### config.mk
export PLATFORM = sky130hd
export DESIGN_NAME = control_word_scale_and_segment_encode_core
export DESIGN_NICKNAME = d
export VERILOG_FILES = /design/src/rtl/core/cws_pkg.sv /design/src/rtl/core/control_word_scale_and_segment_encode_core.sv /design/src/rtl/core/cws_cell.sv /design/src/rtl/core/cws_digits.sv
export SDC_FILE = /design/constraint.sdc
export NUM_CORES = 2
export LEC_CHECK = 0
export BUFFER_PORTS_ARGS = -buffer_cell sky130_fd_sc_hd__buf_2
export CORE_MARGIN = 4
export CORE_UTILIZATION = 60
export DETAILED_ROUTE_END_ITERATION = 10
export GPL_ROUTABILITY_DRIVEN = 0
export PLACE_DENSITY = 0.87
export SLEW_MARGIN = 20
export SYNTH_ARGS = -nofsm -noshare
export SYNTH_HDL_FRONTEND = slang
export SYNTH_SLANG_ARGS = --single-unit
### constraint.sdc
create_clock -name clk -period 9.73 [get_ports clk]
set_clock_uncertainty 0.15 [all_clocks]
set_input_delay 1.946 -clock clk [delete_from_list [all_inputs] [get_ports clk]]
set_output_delay 1.946 -clock clk [all_outputs]
set_load 0.01 [all_outputs]
### src/rtl/core/cws_pkg.sv
// Package of the control word scale and segment encode core.
// Holds widths, the cell payload type and the segment code tables; no dependencies.
`timescale 1ns / 1ps
package cws_pkg;
	localparam int unsigned NumCells = 14;
	localparam logic [9:0] AmpMax = 10'd999;
	localparam logic [13:0] FreqMax = 14'd9999;
	localparam logic [7:0] DpMask = 8'h7f;

	// Item state that travels down the row of cells.
	typedef struct packed {
		logic        vld;
		logic [1:0]  wave;
		logic [5:0]  adiv_m1;
		logic [4:0]  ffac_m1;
		logic        down;
		logic [13:0] arem;   // amplitude dividend shifting out, MSB first
		logic [5:0]  ares;   // amplitude partial remainder
		logic [9:0]  aquo;
		logic [13:0] fdvd;   // frequency dividend, or multiplicand when multiplying
		logic [18:0] facc;   // remainder when dividing, product when multiplying
		logic [13:0] fquo;   // quotient when dividing, factor shifting out when multiplying
	} cell_t;

	function automatic logic [7:0] digit_seg(input logic [3:0] d);
		logic [7:0] s;
		case (d)
			4'd0: s = 8'hc0;
			4'd1: s = 8'hf9;
			4'd2: s = 8'ha4;
			4'd3: s = 8'hb0;
			4'd4: s = 8'h99;
			4'd5: s = 8'h92;
			4'd6: s = 8'h82;
			4'd7: s = 8'hf8;
			4'd8: s = 8'h80;
			4'd9: s = 8'h90;
			default: s = 8'hff;
		endcase
		return s;
	endfunction

	function automatic logic [7:0] wave_seg(input logic [1:0] w);
		logic [7:0] s;
		case (w)
			2'd0: s = 8'ha0;
			2'd1: s = 8'h83;
			2'd2: s = 8'hc6;
			2'd3: s = 8'ha1;
			default: s = 8'hff;
		endcase
		return s;
	endfunction
endpackage

### src/rtl/core/control_word_scale_and_segment_encode_core.sv
// Top level of the control word scale and segment encode core.
// Depends on cws_pkg, cws_cell and cws_digits.
//
// Usage: drive control_word, amplitude_base and frequency_base and raise start;
// the item is accepted at any rising edge where start is high and busy is low.
// busy is tied low: the core is a fourteen-cell pipeline and takes a new item
// every cycle, with any number of items in flight.
// Each cell performs one restoring-division bit for the amplitude (divisor up
// to 64) and one bit of the frequency division, or, when multiplying, one
// shift-add step over the six-bit factor.
// Two output stages saturate, split decimal digits and encode segments.
// done rises once the item has passed the fourteen cells and the two output
// stages; throughput is one item per cycle. done is high for exactly one cycle
// with all result ports valid; the receiver cannot stall, so it must capture
// them then.
// Reset (arst_n low) clears the cell row and all valid bits, so no stray done
// appears; the output payload registers are not reset.
`timescale 1ns / 1ps
module control_word_scale_and_segment_encode_core (
	input  logic        clk,
	input  logic        arst_n,
	input  logic        start,
	output logic        busy,
	input  logic [15:0] control_word,
	input  logic [9:0]  amplitude_base,
	input  logic [13:0] frequency_base,
	output logic        done,
	output logic [9:0]  amplitude_scaled,
	output logic [13:0] frequency_scaled,
	output logic [7:0]  seg_wave,
	output logic [7:0]  seg_amp_hundreds,
	output logic [7:0]  seg_amp_tens,
	output logic [7:0]  seg_amp_units,
	output logic [7:0]  seg_freq_thousands,
	output logic [7:0]  seg_freq_hundreds,
	output logic [7:0]  seg_freq_tens,
	output logic [7:0]  seg_freq_units
);
	import cws_pkg::*;

	cell_t head;
	cell_t row [NumCells+1];

	assign busy = 1'b0;
	assign row[0] = head;

	// The amplitude is right-aligned in the 14-bit dividend field so both
	// divisions finish in the same fourteen steps; the leading zeros give zero
	// quotient bits. For multiply, fquo carries the full factor right-aligned
	// and the cells consume it MSB first.
	always_comb begin
		head = '0;
		head.vld = start;
		head.wave = control_word[1:0];
		head.adiv_m1 = control_word[7:2];
		head.ffac_m1 = control_word[12:8];
		head.down = control_word[13];
		head.arem = {4'd0, amplitude_base};
		head.fdvd = frequency_base;
		if (!control_word[13]) begin
			head.fquo = {8'd0, {1'b0, control_word[12:8]} + 6'd1};
		end
	end

	for (genvar i = 0; i < NumCells; i++) begin : g_cell
		cws_cell u_cell (
			.clk(clk),
			.arst_n(arst_n),
			.d(row[i]),
			.q(row[i+1])
		);
	end

	cws_digits u_digits (
		.clk(clk),
		.arst_n(arst_n),
		.d(row[NumCells]),
		.done(done),
		.amplitude_scaled(amplitude_scaled),
		.frequency_scaled(frequency_scaled),
		.seg_wave(seg_wave),
		.seg_amp_hundreds(seg_amp_hundreds),
		.seg_amp_tens(seg_amp_tens),
		.seg_amp_units(seg_amp_units),
		.seg_freq_thousands(seg_freq_thousands),
		.seg_freq_hundreds(seg_freq_hundreds),
		.seg_freq_tens(seg_freq_tens),
		.seg_freq_units(seg_freq_units)
	);
endmodule

### src/rtl/core/cws_cell.sv
// One step cell: one restoring division bit for amplitude and frequency,
// or one shift-add multiply bit for frequency. Uses cws_pkg.
`timescale 1ns / 1ps
module cws_cell (
	input  logic           clk,
	input  logic           arst_n,
	input  cws_pkg::cell_t d,
	output cws_pkg::cell_t q
);
	import cws_pkg::*;

	logic [6:0] a_try;
	logic [6:0] a_div;
	logic [5:0] f_try;
	logic [5:0] f_div;
	cell_t      nxt;

	always_comb begin
		nxt = d;
		// Amplitude: the next dividend bit joins the partial remainder.
		a_div = {1'b0, d.adiv_m1} + 7'd1;
		a_try = {d.ares, d.arem[13]};
		nxt.arem = {d.arem[12:0], 1'b0};
		if (a_try >= a_div) begin
			nxt.ares = 6'(a_try - a_div);
			nxt.aquo = {d.aquo[8:0], 1'b1};
		end else begin
			nxt.ares = a_try[5:0];
			nxt.aquo = {d.aquo[8:0], 1'b0};
		end
		f_div = {1'b0, d.ffac_m1} + 6'd1;
		f_try = {d.facc[4:0], d.fdvd[13]};
		if (d.down) begin
			nxt.fdvd = {d.fdvd[12:0], 1'b0};
			if (f_try >= f_div) begin
				nxt.fquo = {d.fquo[12:0], 1'b1};
				nxt.facc = {14'd0, 5'(f_try - f_div)};
			end else begin
				nxt.fquo = {d.fquo[12:0], 1'b0};
				nxt.facc = {14'd0, f_try[4:0]};
			end
		end else begin
			// Multiply: factor bits leave fquo MSB first; leading zero bits leave facc at zero.
			nxt.facc = {d.facc[17:0], 1'b0} + (d.fquo[13] ? {5'd0, d.fdvd} : 19'd0);
			nxt.fquo = {d.fquo[12:0], 1'b0};
		end
	end

	always_ff @(posedge clk or negedge arst_n) begin
		if (!arst_n) begin
			q <= '0;
		end else begin
			q <= nxt;
		end
	end
endmodule

### src/rtl/core/cws_digits.sv
// Output stage: saturation, decimal digit split and segment encoding.
// Uses cws_pkg; fed by the last cell of the row.
`timescale 1ns / 1ps
module cws_digits (
	input  logic           clk,
	input  logic           arst_n,
	input  cws_pkg::cell_t d,
	output logic           done,
	output logic [9:0]     amplitude_scaled,
	output logic [13:0]    frequency_scaled,
	output logic [7:0]     seg_wave,
	output logic [7:0]     seg_amp_hundreds,
	output logic [7:0]     seg_amp_tens,
	output logic [7:0]     seg_amp_units,
	output logic [7:0]     seg_freq_thousands,
	output logic [7:0]     seg_freq_hundreds,
	output logic [7:0]     seg_freq_tens,
	output logic [7:0]     seg_freq_units
);
	import cws_pkg::*;

	logic [9:0]  amp_sat;
	logic [13:0] frq_sat;
	logic [18:0] frq_raw;
	logic        vld_s1;
	logic [1:0]  wave_s1;
	logic [9:0]  amp_s1;
	logic [13:0] frq_s1;
	logic [3:0]  a_h, a_t, a_u, f_th, f_h, f_t, f_u;
	logic [15:0] a_m100;
	logic [17:0] a_m10;
	logic [6:0]  a_q10;
	logic [26:0] f_m1000;
	logic [26:0] f_m100;
	logic [26:0] f_m10;
	logic [6:0]  f_q100;
	logic [9:0]  f_q10;

	always_comb begin
		amp_sat = (d.aquo > AmpMax) ? AmpMax : d.aquo;
		frq_raw = d.down ? {5'd0, d.fquo} : d.facc;
		frq_sat = (frq_raw > 19'(FreqMax)) ? FreqMax : frq_raw[13:0];
	end

	always_ff @(posedge clk or negedge arst_n) begin
		if (!arst_n) begin
			vld_s1 <= 1'b0;
			done <= 1'b0;
		end else begin
			vld_s1 <= d.vld;
			done <= vld_s1;
		end
	end

	always_ff @(posedge clk) begin
		wave_s1 <= d.wave;
		amp_s1 <= amp_sat;
		frq_s1 <= frq_sat;
	end

	// Reciprocal multiplications give the quotients by 10, 100 and 1000 in parallel;
	// they are exact over the saturated ranges (up to 999 and 9999).
	always_comb begin
		a_m100 = 16'(amp_s1) * 16'd41;
		a_m10 = 18'(amp_s1) * 18'd205;
		a_h = a_m100[15:12];
		a_q10 = a_m10[17:11];
		a_t = 4'(a_q10 - {3'd0, a_h} * 7'd10);
		a_u = 4'(amp_s1 - {3'd0, a_q10} * 10'd10);
		f_m1000 = 27'(frq_s1) * 27'd8389;
		f_m100 = 27'(frq_s1) * 27'd5243;
		f_m10 = 27'(frq_s1) * 27'd6554;
		f_th = f_m1000[26:23];
		f_q100 = f_m100[25:19];
		f_q10 = f_m10[25:16];
		f_h = 4'(f_q100 - {3'd0, f_th} * 7'd10);
		f_t = 4'(f_q10 - {3'd0, f_q100} * 10'd10);
		f_u = 4'(frq_s1 - {4'd0, f_q10} * 14'd10);
	end

	always_ff @(posedge clk) begin
		amplitude_scaled <= amp_s1;
		frequency_scaled <= frq_s1;
		seg_wave <= wave_seg(wave_s1);
		seg_amp_hundreds <= digit_seg(a_h) & DpMask;
		seg_amp_tens <= digit_seg(a_t);
		seg_amp_units <= digit_seg(a_u);
		seg_freq_thousands <= digit_seg(f_th);
		seg_freq_hundreds <= digit_seg(f_h);
		seg_freq_tens <= digit_seg(f_t);
		seg_freq_units <= digit_seg(f_u);
	end
endmodule

==> reports/summary.log <==
qor: sta.rsz0062_at_grt false
qor: sta.hold-worst-slack 0.1543 ns
qor: cells_and_area.post_route_cells_drive_above_1_share 11.57%
qor: yosys.ys_seq_elements 1,039
qor: sta.max_freq 0.1228 GHz
qor: cells_and_area.layout.cells.most_common_list dfrtp_1, ha_1, inv_1
qor: cells_and_area.finalCoreUtilization 67.37%
qor: clock_network.clkSinkCount 1,039
qor: critical_path.timing.rr.start u_digits.frq_s1[5]
qor: placed_design.placed_cells_incl_taps 5,601
qor: critical_path.reg_to_reg_slack_setup 1.59 ns
qor: sta.final_period_minus_worst_setup_slack 8.142 ns
qor: global_route.global_route.usage.total 21.92%
qor: cells_and_area.area_delta_synth_final 10.88%
qor: clock_network.cts.path.max_buffers 3
qor: clock_network.insertion_delay 0.67 ns
qor: placed_design.numPortBuffers 119
qor: clock_network.cts-htree-levels 3
qor: route.drtAntennaViolNets 0
qor: critical_path.worst_r2r_endpoint u_digits.seg_freq_hundreds[3]
qor: sta.slew_headroom 32.20%
qor: critical_path.timing_worst_setup_path_type reg -> reg
qor: yosys.synth-edff-count 0
qor: cells_and_area.final_cell_count_no_fill 5,792
qor: route.detailroute.via_count 31,922
qor: route.detail_route.wl_per_cell 16.90 microns
qor: cells_and_area.most_common_cell_after_layout_fill_and_taps_aside dfrtp_1
qor: clock_network.clk_pin_slew 0.06 ns
qor: sta.final_report_max_slew_violation_count 0
qor: critical_path.critPathCaptureType register
qor: yosys.syn_inst_count 4,403
qor: worst_hold_path.min_delay_path_depth 0
qor: route.initialDrtViolationCount 1,662
qor: yosys.ys.flop_type dfrtp_1
qor: yosys.yosysWarnings 0
qor: route.drtPass1Iterations 5
qor: placed_design.detailedPlacementHpwl 67,940 microns
qor: die.core_area 85,680 sq um
qor: sta.worstMarginPinSlew 1.017 ns
qor: status.result_of_the_run finished, final reports clean
qor: global_route.grt_max_degree 203
qor: cells_and_area.ff_latch_area 25,490 sq um
qor: sta.setup_viol_count_final 0
qor: job.cap_violations 0
qor: die.die_h 302.6 microns
qor: cells_and_area.diodes 0
qor: clock_network.cts_inserted_buffers 102
qor: die.chipWidth 302.6 microns
qor: route.viasPerCell 5.511
qor: route.wl 97,900 microns
qor: clock_network.cts_root_buf clkbuf_16
qor: clock_network.postCtsHoldBufs 0
qor: clock_network.post_cts_buffers 0
qor: yosys.async_reset_ff_share 90.09%
qor: sta.finalHoldViolations 0
qor: yosys.netlist_area_pre_place 52,060 sq um
qor: critical_path.critPathLaunchType register
qor: die.floorplan.die_area 91,540 sq um
qor: global_route.grt_pass1_vias 34,271
qor: yosys.synth_sequential_area_ratio 48.95%
qor: worst_hold_path.hold_path.class reg -> reg
qor: worst_hold_path.hold_end g_cell[4].u_cell.q[90]
qor: critical_path.required 10.19 ns
qor: clock_network.cts_tree done
qor: critical_path.ff2ff_path_depth 25
qor: global_route.antenna_found_initial 0
qor: sta.setup-tns-final 0 ns
qor: yosys.yosys.cell_types.count 83
qor: worst_hold_path.min_from g_cell[3].u_cell.q[90]
qor: critical_path.critPathMaxFanout 13
qor: cells_and_area.total_area_of_multi_input_combinational_cells 24,230 sq um
qor: global_route.grt-ovfl-total 0
qor: cells_and_area.nNetsFinal 5,370
qor: die.ios 133
qor: die.initial_core_util 60.76%
qor: route.detail_route.drc_violations 0
qor: sta.finalCritPeriodShare 83.68%
qor: cells_and_area.fillerInstances 5,845
qor: global_route.first_pass_grt_wire_length 163,700 microns
qor: clock_network.post_cts_resized 0
qor: die.placementRows 107
qor: critical_path.signal_arrival_time_at_the_worst_endpoint 8.60 ns
qor: yosys.synth_area_per_cell 11.82 sq um
-- flip-flops by register name (all words and copies together) (netlist names), 7 cells and up --
name                         count
g_cell.u_cell.q                934
u_digits.amp_s1                 10
u_digits.amplitude_scaled       10
u_digits.frequency_scaled       14
u_digits.frq_s1                 14
u_digits.seg_amp_hundreds        7
u_digits.seg_amp_tens            7
u_digits.seg_amp_units           7
u_digits.seg_freq_hundreds       7
u_digits.seg_freq_tens           7
u_digits.seg_freq_thousands      7
u_digits.seg_freq_units          7
-- worst max-delay path by stage --
stage | from | to | slack, ns | cells after the start
floorplan | u_digits.frq_s1[8] | u_digits.seg_freq_hundreds[3] | 2.79 | 24
global placement | u_digits.frq_s1[5] | u_digits.seg_freq_hundreds[3] | 1.86 | 25
global route | u_digits.frq_s1[5] | u_digits.seg_freq_hundreds[3] | 1.21 | 25
finish | u_digits.frq_s1[5] | u_digits.seg_freq_hundreds[3] | 1.59 | 25
detailed placement | u_digits.frq_s1[5] | u_digits.seg_freq_hundreds[3] | 1.69 | 25
CTS | u_digits.frq_s1[5] | u_digits.seg_freq_hundreds[3] | 1.63 | 25
-- cells by family after synthesis --
logic type	count (synthesis)	synth area share, %
mux	225	4.807
flops	1039	48.95
buf+inv	621	4.566
other cells	2	0.01443
fa+ha+maj	765	20.97
xor+xnor	292	5.201
compound gates	636	7.636
simple gates	823	7.857
-- synth_stat cells (all sizes together) (5+ instances only) --
cell,n,area [sq um]
a211o,11,96.34
a211oi,13,97.59
a21boi,16,120.1
a21o,113,848.3
a21oi,229,1169
a22o,5,43.79
a311oi,5,43.79
a31oi,18,112.6
and2,92,578.1
and3,52,325.3
buf,20,121.4
clkbuf,71,266.5
dfrtp,936,23420
dfxtp,103,2062
fa,179,3583
ha,586,7332
inv,530,1989
mux2,200,2252
mux2i,25,250.2
nand2,152,570.6
nand2b,24,150.1
nand3,99,495.5
nand3b,5,37.54
nand4,21,131.4
nor2,221,829.6
nor2b,77,481.7
nor3,40,205.2
nor4,5,31.28
o211ai,11,82.58
o21a,14,105.1
o21ai,133,665.6
o21bai,11,82.58
or2,13,81.33
or3,10,62.56
xnor2,174,1550
xnor3,6,135.1
xor2,111,998.5
-- critical path: stages (launching register included) --
cell,delay [ns]
dfxtp_1,0.86
inv_1,0.23
fa_1,0.57
inv_1,0.04
ha_1,0.22
fa_1,0.50
fa_1,0.49
inv_1,0.05
fa_1,0.52
inv_1,0.04
ha_1,0.31
nand3_1,0.11
o41a_1,0.48
a21oi_1,0.31
nor2_1,0.09
xnor2_1,0.54
inv_1,0.10
ha_1,0.23
fa_1,0.41
xnor2_1,0.15
xnor2_1,0.14
xnor2_1,0.25
xnor3_1,0.31
xor3_1,0.54
mux2i_1,0.23
a2bb2oi_1,0.16
-- final cells by class --
cell class / instances / share of cell area, %
flip-flops and latches: 1039 / 44.15
multi-input cells: 2752 / 41.98
clock buffers: 139 / 5.103
well taps: 1144 / 2.480
clock inverters: 51 / 1.433
repair buffers: 137 / 1.405
inverters: 530 / 3.446
-- metrics by stage --
step           worst slack, ns  area (sq um)
2_1_floorplan            2.786         52090
3_3_place_gp             1.860         53920
3_5_place_dp             1.690         53920
4_1_cts                  1.626         57690
5_1_grt                  1.209         57720
6_report                 1.588         57720
-- routing by layer --
metal	share of wire [%]	global-route usage [%]
met5	0	0
met4	4.8	10.14
met3	4.1	3.327
met2	54	41.37
met1	37	24.25
Power is not shown: default switching activity piles up to over one toggle a cycle in this logic, so the estimate is an artifact.
